### config.mk
export PLATFORM = sky130hd
export DESIGN_NAME = game_controller_poll_responder_top
export DESIGN_NICKNAME = d
export VERILOG_FILES = /design/src/hdl/gcpr_pkg.sv /design/src/hdl/gcpr_ram.sv /design/src/hdl/gcpr_frame_gen.sv /design/src/hdl/game_controller_poll_responder_top.sv
export SDC_FILE = /design/constraint.sdc
export NUM_CORES = 1
export LEC_CHECK = 0
export BUFFER_PORTS_ARGS = -buffer_cell sky130_fd_sc_hd__buf_2
export CORE_ASPECT_RATIO = 0.75
export CORE_MARGIN = 2
export CORE_UTILIZATION = 29
export CTS_BUF_LIST = sky130_fd_sc_hd__clkbuf_8 sky130_fd_sc_hd__clkbuf_16
export DETAILED_ROUTE_END_ITERATION = 6
export GPL_ROUTABILITY_DRIVEN = 0
export PLACE_DENSITY = 0.41
export SLEW_MARGIN = 20
export SYNTH_ARGS = -nofsm -noshare
export SYNTH_HDL_FRONTEND = slang
export SYNTH_SLANG_ARGS = --single-unit
### constraint.sdc
create_clock -name clk_i -period 5.9 [get_ports clk_i]
set_input_delay 1.18 -clock clk_i [delete_from_list [all_inputs] [get_ports clk_i]]
set_output_delay 1.18 -clock clk_i [all_outputs]
set_load 0.005 [all_outputs]
### src/hdl/gcpr_pkg.sv
// ----------------------------------------------------------------------------
// gcpr_pkg
// Shared types and constants for the controller poll responder.
// ----------------------------------------------------------------------------
package gcpr_pkg;

  localparam int unsigned SLOT_STORE        = 4;
  localparam int unsigned SLOT_RECORD_BYTES = 8;
  localparam int unsigned FRAME_BYTES       = 3 + SLOT_STORE * SLOT_RECORD_BYTES;
  localparam int unsigned IDX_W             = $clog2(FRAME_BYTES + 1);
  localparam int unsigned SLOT_W            = $clog2(SLOT_STORE);

  localparam logic [2:0] KIND_NONE     = 3'd0;
  localparam logic [2:0] KIND_STANDARD = 3'd1;
  localparam logic [2:0] KIND_MOUSE    = 3'd2;
  localparam logic [2:0] KIND_NEGCON   = 3'd3;
  localparam logic [2:0] KIND_AJOY     = 3'd4;
  localparam logic [2:0] KIND_APAD     = 3'd5;

  typedef enum logic [1:0] {
    OP_LOAD  = 2'd0,
    OP_START = 2'd1,
    OP_POLL  = 2'd2,
    OP_NONE  = 2'd3
  } op_e;

  typedef struct packed {
    logic [2:0]  kind;
    logic [15:0] buttons;
    logic [31:0] sticks;   // rx, ry, lx, ly from the high byte down
    logic [15:0] motion;   // mx high, my low
  } slot_t;

endpackage

### src/hdl/gcpr_ram.sv
// ----------------------------------------------------------------------------
// gcpr_ram
// Generic single write port RAM with registered read.
// ----------------------------------------------------------------------------
module gcpr_ram #(
  parameter int unsigned WIDTH = 8,
  parameter int unsigned DEPTH = 35
) (
  input  logic                     clk_i,
  input  logic                     we_i,
  input  logic [$clog2(DEPTH)-1:0] waddr_i,
  input  logic [WIDTH-1:0]         wdata_i,
  input  logic [$clog2(DEPTH)-1:0] raddr_i,
  output logic [WIDTH-1:0]         rdata_o
);

  logic [WIDTH-1:0] mem_q [DEPTH];
  logic [WIDTH-1:0] rdata_q;

  always_ff @(posedge clk_i) begin
    if (we_i) begin
      mem_q[waddr_i] <= wdata_i;
    end
    rdata_q <= mem_q[raddr_i];
  end

  assign rdata_o = rdata_q;

endmodule

### src/hdl/gcpr_frame_gen.sv
// ----------------------------------------------------------------------------
// gcpr_frame_gen
// Works out one response frame byte from its index and the pad slots.
// ----------------------------------------------------------------------------
module gcpr_frame_gen import gcpr_pkg::*; (
  input  logic                        multitap_i,
  input  logic [IDX_W-1:0]            index_i,
  input  slot_t [SLOT_STORE-1:0]      slots_i,
  output logic [7:0]                  byte_o
);

  localparam logic [7:0] ID_STANDARD = 8'h41;
  localparam logic [7:0] ID_MOUSE    = 8'h12;
  localparam logic [7:0] ID_NEGCON   = 8'h23;
  localparam logic [7:0] ID_AJOY     = 8'h53;
  localparam logic [7:0] ID_APAD     = 8'h73;
  localparam logic [7:0] SYNC_BYTE   = 8'h5A;
  localparam logic [7:0] TAP_ID      = 8'h80;
  localparam logic [7:0] IDLE_BYTE   = 8'hFF;

  function automatic logic [7:0] kind_id(logic [2:0] kind);
    logic [7:0] id;
    case (kind)
      KIND_MOUSE:  id = ID_MOUSE;
      KIND_NEGCON: id = ID_NEGCON;
      KIND_AJOY:   id = ID_AJOY;
      KIND_APAD:   id = ID_APAD;
      default:     id = ID_STANDARD;
    endcase
    return id;
  endfunction

  function automatic logic [7:0] rec_byte(slot_t s, logic [2:0] pos);
    logic [7:0] b;
    logic       mouse;
    logic       stick;
    mouse = (s.kind == KIND_MOUSE);
    stick = s.kind inside {KIND_NEGCON, KIND_AJOY, KIND_APAD};
    b     = IDLE_BYTE;
    case (pos)
      3'd0: b = kind_id(s.kind);
      3'd1: b = SYNC_BYTE;
      3'd2: b = s.buttons[7:0];
      3'd3: b = s.buttons[15:8];
      3'd4: begin
        if (mouse) b = s.motion[15:8];
        else if (stick) b = s.sticks[31:24];
      end
      3'd5: begin
        if (mouse) b = s.motion[7:0];
        else if (stick) b = s.sticks[23:16];
      end
      3'd6: if (stick) b = s.sticks[15:8];
      3'd7: if (stick) b = s.sticks[7:0];
      default: b = IDLE_BYTE;
    endcase
    return b;
  endfunction

  logic [IDX_W-1:0] tap_off;
  logic [IDX_W-1:0] pad_off;
  slot_t            tap_slot;

  assign tap_off  = index_i - IDX_W'(3);
  assign pad_off  = index_i - IDX_W'(1);
  assign tap_slot = slots_i[tap_off[SLOT_W+2:3]];

  always_comb begin
    if (multitap_i) begin
      case (index_i)
        IDX_W'(0): byte_o = 8'h00;
        IDX_W'(1): byte_o = TAP_ID;
        IDX_W'(2): byte_o = SYNC_BYTE;
        default:   byte_o = rec_byte(tap_slot, tap_off[2:0]);
      endcase
    end else if (slots_i[0].kind == KIND_NONE) begin
      byte_o = IDLE_BYTE;
    end else if (index_i == '0) begin
      byte_o = 8'h00;
    end else begin
      byte_o = rec_byte(slots_i[0], pad_off[2:0]);
    end
  end

endmodule

### src/hdl/game_controller_poll_responder_top.sv
// ----------------------------------------------------------------------------
// game_controller_poll_responder_top
// Controller port poll responder with optional four-slot multitap frame.
// ----------------------------------------------------------------------------
// A start item writes the response frame into the frame RAM one byte a cycle
// through the byte generator, so it is busy until the last byte is written,
// and strobes the first byte in the cycle after. A poll item reads the frame
// RAM: it moves to the read state, where the registered RAM byte is taken
// into the output register; a poll past the frame strobes in the next cycle.
// Results are shown for one cycle on out_strobe_o and cannot be stalled.
// The multitap register is written through the cfg channel, which is always
// ready.
module game_controller_poll_responder_top import gcpr_pkg::*; #(
  parameter int unsigned PAD_SLOTS = 4
) (
  input  logic        clk_i,
  input  logic        rst_ni,
  input  logic        start_i,
  output logic        busy_o,
  input  logic [1:0]  operation_i,
  input  logic [1:0]  slot_i,
  input  logic [2:0]  pad_type_i,
  input  logic [15:0] buttons_i,
  input  logic [7:0]  right_x_i,
  input  logic [7:0]  right_y_i,
  input  logic [7:0]  left_x_i,
  input  logic [7:0]  left_y_i,
  input  logic [7:0]  motion_x_i,
  input  logic [7:0]  motion_y_i,
  input  logic        cfg_valid_i,
  output logic        cfg_ready_o,
  input  logic        cfg_wdata_i,
  output logic        out_strobe_o,
  output logic [7:0]  data_byte_o,
  output logic        is_last_o,
  output logic        past_end_o
);

  typedef enum logic [1:0] {
    ST_IDLE,
    ST_BUILD,
    ST_READ
  } state_e;

  localparam logic [IDX_W-1:0] LAST_NONE  = IDX_W'(1);
  localparam logic [IDX_W-1:0] LAST_STD   = IDX_W'(4);
  localparam logic [IDX_W-1:0] LAST_MOUSE = IDX_W'(6);
  localparam logic [IDX_W-1:0] LAST_STICK = IDX_W'(8);
  localparam logic [IDX_W-1:0] LAST_TAP   = IDX_W'(FRAME_BYTES - 1);

  state_e                 state_q, state_d;
  logic                   tap_q, tap_d;
  logic                   mt_en_q, mt_en_d;
  slot_t [SLOT_STORE-1:0] slots_q, slots_d;
  logic [IDX_W-1:0]       idx_q, idx_d;
  logic [IDX_W-1:0]       rd_idx_q, rd_idx_d;
  logic [IDX_W-1:0]       last_q, last_d;
  logic                   strobe_q, strobe_d;
  logic [7:0]             data_q, data_d;
  logic                   is_last_q, is_last_d;
  logic                   past_q, past_d;

  logic                   accept;
  logic                   ram_we;
  logic [7:0]             gen_byte;
  logic [7:0]             ram_rdata;
  logic [IDX_W-1:0]       pad_last;

  assign accept      = start_i && (state_q == ST_IDLE);
  assign busy_o      = (state_q != ST_IDLE);
  assign cfg_ready_o = 1'b1;
  assign ram_we      = (state_q == ST_BUILD);

  gcpr_frame_gen u_gen (
    .multitap_i (tap_q),
    .index_i    (idx_q),
    .slots_i    (slots_q),
    .byte_o     (gen_byte)
  );

  gcpr_ram #(
    .WIDTH (8),
    .DEPTH (FRAME_BYTES)
  ) u_frame_ram (
    .clk_i   (clk_i),
    .we_i    (ram_we),
    .waddr_i (idx_q[$clog2(FRAME_BYTES)-1:0]),
    .wdata_i (gen_byte),
    .raddr_i (rd_idx_q[$clog2(FRAME_BYTES)-1:0]),
    .rdata_o (ram_rdata)
  );

  always_comb begin
    case (slots_q[0].kind)
      KIND_NONE:                         pad_last = LAST_NONE;
      KIND_MOUSE:                        pad_last = LAST_MOUSE;
      KIND_NEGCON, KIND_AJOY, KIND_APAD: pad_last = LAST_STICK;
      default:                           pad_last = LAST_STD;
    endcase
  end

  always_comb begin
    state_d   = state_q;
    tap_d     = tap_q;
    mt_en_d   = mt_en_q;
    slots_d   = slots_q;
    idx_d     = idx_q;
    rd_idx_d  = rd_idx_q;
    last_d    = last_q;
    strobe_d  = 1'b0;
    data_d    = data_q;
    is_last_d = is_last_q;
    past_d    = past_q;

    if (cfg_valid_i) begin
      mt_en_d = cfg_wdata_i;
    end

    case (state_q)
      ST_IDLE: begin
        if (accept) begin
          case (op_e'(operation_i))
            OP_LOAD: begin
              if ({1'b0, slot_i} < 3'(PAD_SLOTS)) begin
                slots_d[slot_i].kind    = pad_type_i;
                slots_d[slot_i].buttons = buttons_i;
                slots_d[slot_i].sticks  = {right_x_i, right_y_i, left_x_i, left_y_i};
                slots_d[slot_i].motion  = {motion_x_i, motion_y_i};
              end
            end
            OP_START: begin
              tap_d   = mt_en_q;
              idx_d   = '0;
              last_d  = mt_en_q ? LAST_TAP : pad_last;
              state_d = ST_BUILD;
            end
            OP_POLL: begin
              if (rd_idx_q > last_q || rd_idx_q >= IDX_W'(FRAME_BYTES)) begin
                strobe_d  = 1'b1;
                data_d    = 8'h00;
                is_last_d = 1'b0;
                past_d    = 1'b1;
              end else begin
                state_d = ST_READ;
              end
            end
            default: ;
          endcase
        end
      end
      ST_BUILD: begin
        if (idx_q == last_q) begin
          strobe_d  = 1'b1;
          data_d    = (!tap_q && slots_q[0].kind == KIND_NONE) ? 8'hFF : 8'h00;
          is_last_d = 1'b0;
          past_d    = 1'b0;
          rd_idx_d  = IDX_W'(1);
          state_d   = ST_IDLE;
        end else begin
          idx_d = idx_q + IDX_W'(1);
        end
      end
      ST_READ: begin
        strobe_d  = 1'b1;
        data_d    = ram_rdata;
        is_last_d = (rd_idx_q == last_q);
        past_d    = 1'b0;
        rd_idx_d  = rd_idx_q + IDX_W'(1);
        state_d   = ST_IDLE;
      end
      default: state_d = ST_IDLE;
    endcase
  end

  always_ff @(posedge clk_i or negedge rst_ni) begin
    if (!rst_ni) begin
      state_q   <= ST_IDLE;
      tap_q     <= 1'b0;
      mt_en_q   <= 1'b0;
      for (int s = 0; s < SLOT_STORE; s++) begin
        slots_q[s].kind    <= KIND_NONE;
        slots_q[s].buttons <= 16'hFFFF;
        slots_q[s].sticks  <= 32'h8080_8080;
        slots_q[s].motion  <= 16'h0000;
      end
      idx_q     <= '0;
      rd_idx_q  <= '0;
      last_q    <= '0;
      strobe_q  <= 1'b0;
      data_q    <= 8'h00;
      is_last_q <= 1'b0;
      past_q    <= 1'b0;
    end else begin
      state_q   <= state_d;
      tap_q     <= tap_d;
      mt_en_q   <= mt_en_d;
      slots_q   <= slots_d;
      idx_q     <= idx_d;
      rd_idx_q  <= rd_idx_d;
      last_q    <= last_d;
      strobe_q  <= strobe_d;
      data_q    <= data_d;
      is_last_q <= is_last_d;
      past_q    <= past_d;
    end
  end

  assign out_strobe_o = strobe_q;
  assign data_byte_o  = data_q;
  assign is_last_o    = is_last_q;
  assign past_end_o   = past_q;

endmodule
==> impl_metrics.py <==
metrics = {
    "outcome": {
        "outcome": "completed",
    },
    "detailed_routing": {
        "ant_nets": 0,
        "avgViaCountPerCell": 5.22,
        "wl_per_cell_um": 26.7,
        "drt_wl_total_mm": 80.9,
        "firstDrtPassIters": 7,
        "drc_errors": 0,
        "drt_iter0_markers": 1414,
        "vias": 15800,
    },
    "synthesis": {
        "synthArstFlopShare": 0.509,
        "synth_cell_types": 78,
        "synth_edf_count": 280,
        "synth_area_leaders": "edfxtp_1 (32%), dfrtp_1 (21%), mux2_2 (12%), mux4_2 (11%), dfstp_2 (7.9%)",
        "synth_area_um2": 26500,
        "synth_seq_cells": 587,
        "syn_area_per_cell_um2": 15.7,
        "synth_ff_type": "edfxtp_1",
        "ys.warnings.count": 0,
        "ys_seq_area_frac": 0.610,
        "synth_top_area_cell": "edfxtp_1",
        "syn-num-nets": 1782,
        "synth_cells": 1685,
        "synth.top_cell.area_share": 0.318,
    },
    "sta": {
        "fin_crit_sh": 0.841,
        "finalWorstSetupSlack_ns": 0.938,
        "max_freq_mhz": 202,
        "finalHoldViolations": 0,
        "rsz0062_at_grt": "false",
        "fin_worst_skew_ns": 0.0309,
        "relSlewSlack": 0.183,
        "tightest_slew_ns": 1.19,
        "finalSetupViolCount": 0,
        "fin_tns_setup_ns": 0,
        "whs_ns": 0.478,
        "period_needed_ns": 4.96,
        "drv_slew": 0,
    },
    "clock_tree": {
        "cts-root-buf": "clkbuf_16",
        "cts_buffers": 67,
        "cts.sink_count": 587,
        "cts_buffer_depth": 3,
        "htree_levels": 3,
        "postCtsSetupBuffers": 0,
        "cts_tree": "yes",
        "insertion_delay_ns": 0.64,
        "ctsHoldBuffers": 0,
        "cts_resized": 0,
        "clk_pin_slew_ns": 0.06,
    },
    "worst_setup_path": {
        "cp-end-kind": "flop",
        "slowest_stage": "o2111ai_4",
        "critical_path.max_stage_delay_ns": 0.59,
        "worstPathCellList": "ha_1 -> or4_4 -> nand2_4 -> mux4_2 -> or2_1 -> o221a_1 -> o41ai_1 -> o2111ai_4",
        "crit_arrival_ns": 5.11,
        "worstPathMaxFanout": 38,
        "critPathRequiredTime_ns": 6.05,
        "cp-start-kind": "flop",
        "path_class": "reg2reg",
    },
    "die": {
        "row_count": 95,
        "die_x_um": 353,
        "die_height_um": 266,
        "start_util": 0.294,
        "io_pins": 89,
        "coreArea_um2": 90000,
        "dieArea_um2": 93700,
    },
    "cells_and_area": {
        "diodes": 0,
        "fin_cells": 3024,
        "layout-drive-gt1-share": 0.398,
        "final_common_cell": "edfxtp_1",
        "layout.nets": 1856,
        "area_growth_pct": 15.4,
        "final_core_util": 0.339,
        "final_cell_mix": "edfxtp_1 (280), mux2_2 (274), dfrtp_1 (217)",
        "fillCellCount": 8741,
    },
    "power_and_ir_drop": {
        "leakage_nw": 11.6,
        "power_density_nw_per_um2": 604,
        "max-vdd-ir-drop_uv": 318,
    },
    "place": {
        "dp_cells": 2901,
        "dpl.hpwl_mm": 55.1,
        "port_buffers": 87,
        "post-place-ws_ns": 0.968,
    },
    "global_route": {
        "grt_pass1_vias": 15900,
        "grtUsageTotal": 0.173,
        "grt_pass1_wl_mm": 118,
        "grt_max_degree": 123,
        "antenna_found_initial": 10,
        "grt-ovfl-total": 0,
    },
    "flow_run": {
        "maxCapViolCount": 0,
    },
    "worst_hold_path": {
        "hp-class": "reg2reg",
    },
}
[cells in the mapped netlist, drive strengths merged, types with 9 or more instances]
library cell    n
a21oi          51
buf            39
clkbuf         67
dfrtp         219
dfstp          80
edfxtp        280
ha             21
inv            22
mux2          283
mux2i          48
mux4          133
nand2          80
nand2b         11
nand3          23
nand4           9
nor2           54
nor2b          26
nor3           14
o211ai         10
o21a           10
o21ai          61
o221ai         19
[area by class of cell]
class                           count  area [um^2]  area share
Clock inverter                     47          375      0.0123
Sequential cell                   587        16200       0.529
Clock buffer                       75         1800      0.0589
Multi-Input combinational cell    969         9900       0.324
Inverter                           23         86.3     0.00283
Timing Repair Buffer              111          706      0.0231
Tap cell                         1212         1520      0.0497
[critical path, delay by kind of cell, from the launching register on]
kind	cells	cell delay [ns]
compound gates	3	1.45
fa+ha+maj	1	0.41
flops	1	0.58
mux	1	0.43
simple gates	3	1.58
[registers in the layout, indices dropped and copies added (netlist names)]
| name | cells |
|---|---|
| out_strobe_o | 1 |
| last_q | 4 |
| state_q | 2 |
| is_last_o | 1 |
| u_frame_ram.mem_q | 280 |
| tap_q | 1 |
| data_byte_o | 8 |
| idx_q | 6 |
| rd_idx_q | 6 |
| mt_en_q | 1 |
| u_frame_ram.rdata_o | 8 |
| slots_q | 268 |
| past_end_o | 1 |
[stage by stage]
step           area (um^2)  power [W]
2_1_floorplan        26500     0.0113
3_5_place_dp         28300     0.0143
5_1_grt              30500     0.0194
4_1_cts              30500     0.0185
3_3_place_gp         28300     0.0142
6_report             30500     0.0184
[power breakdown]
part / switching, W / internal, W / total [W]
registers: 0.00102 / 0.00645 / 0.00748
logic: 0.00411 / 0.00275 / 0.00686
clock network: 0.00176 / 0.00234 / 0.00410
total: 0.00689 / 0.0115 / 0.0184
[worst paths after layout]
check	cells past startpoint	slack, ns	end	from
max in group asynchronous	2	4.16	slots_q[237]	rst_ni
min in group asynchronous	1	0.52	slots_q[153]	rst_ni
max	8	0.94	u_frame_ram.mem_q[7][2]	idx_q[0]
min reg2reg	1	0.48	data_byte_o[5]	data_byte_o[5]
min	1	0.48	data_byte_o[5]	data_byte_o[5]
max reg2reg	8	0.94	u_frame_ram.mem_q[7][2]	idx_q[0]
[kinds of logic after synthesis]
kind of cell	after synthesis	synth area share
AO/OA/AOI/OAI	225	0.0572
adder cells (fa/ha/maj)	21	0.00992
XOR/XNOR	9	0.00326
other	1	0.000142
buffers and inverters	129	0.0218
AND/OR/NAND/NOR	249	0.0459
flip-flops	587	0.610
multiplexers	464	0.252
[per-layer routing]
metal	wire, um	up-vias	global-route usage	part of all wire
met1	42300	8457	0.279	0.52
met3	5990	108	0.0487	0.074
met4	1310	4	0.0359	0.016
met5	28	-	0	0.00035
met2	31300	498	0.224	0.39
li1	-	6711	-	-
Power figures use the tool's default switching activity.
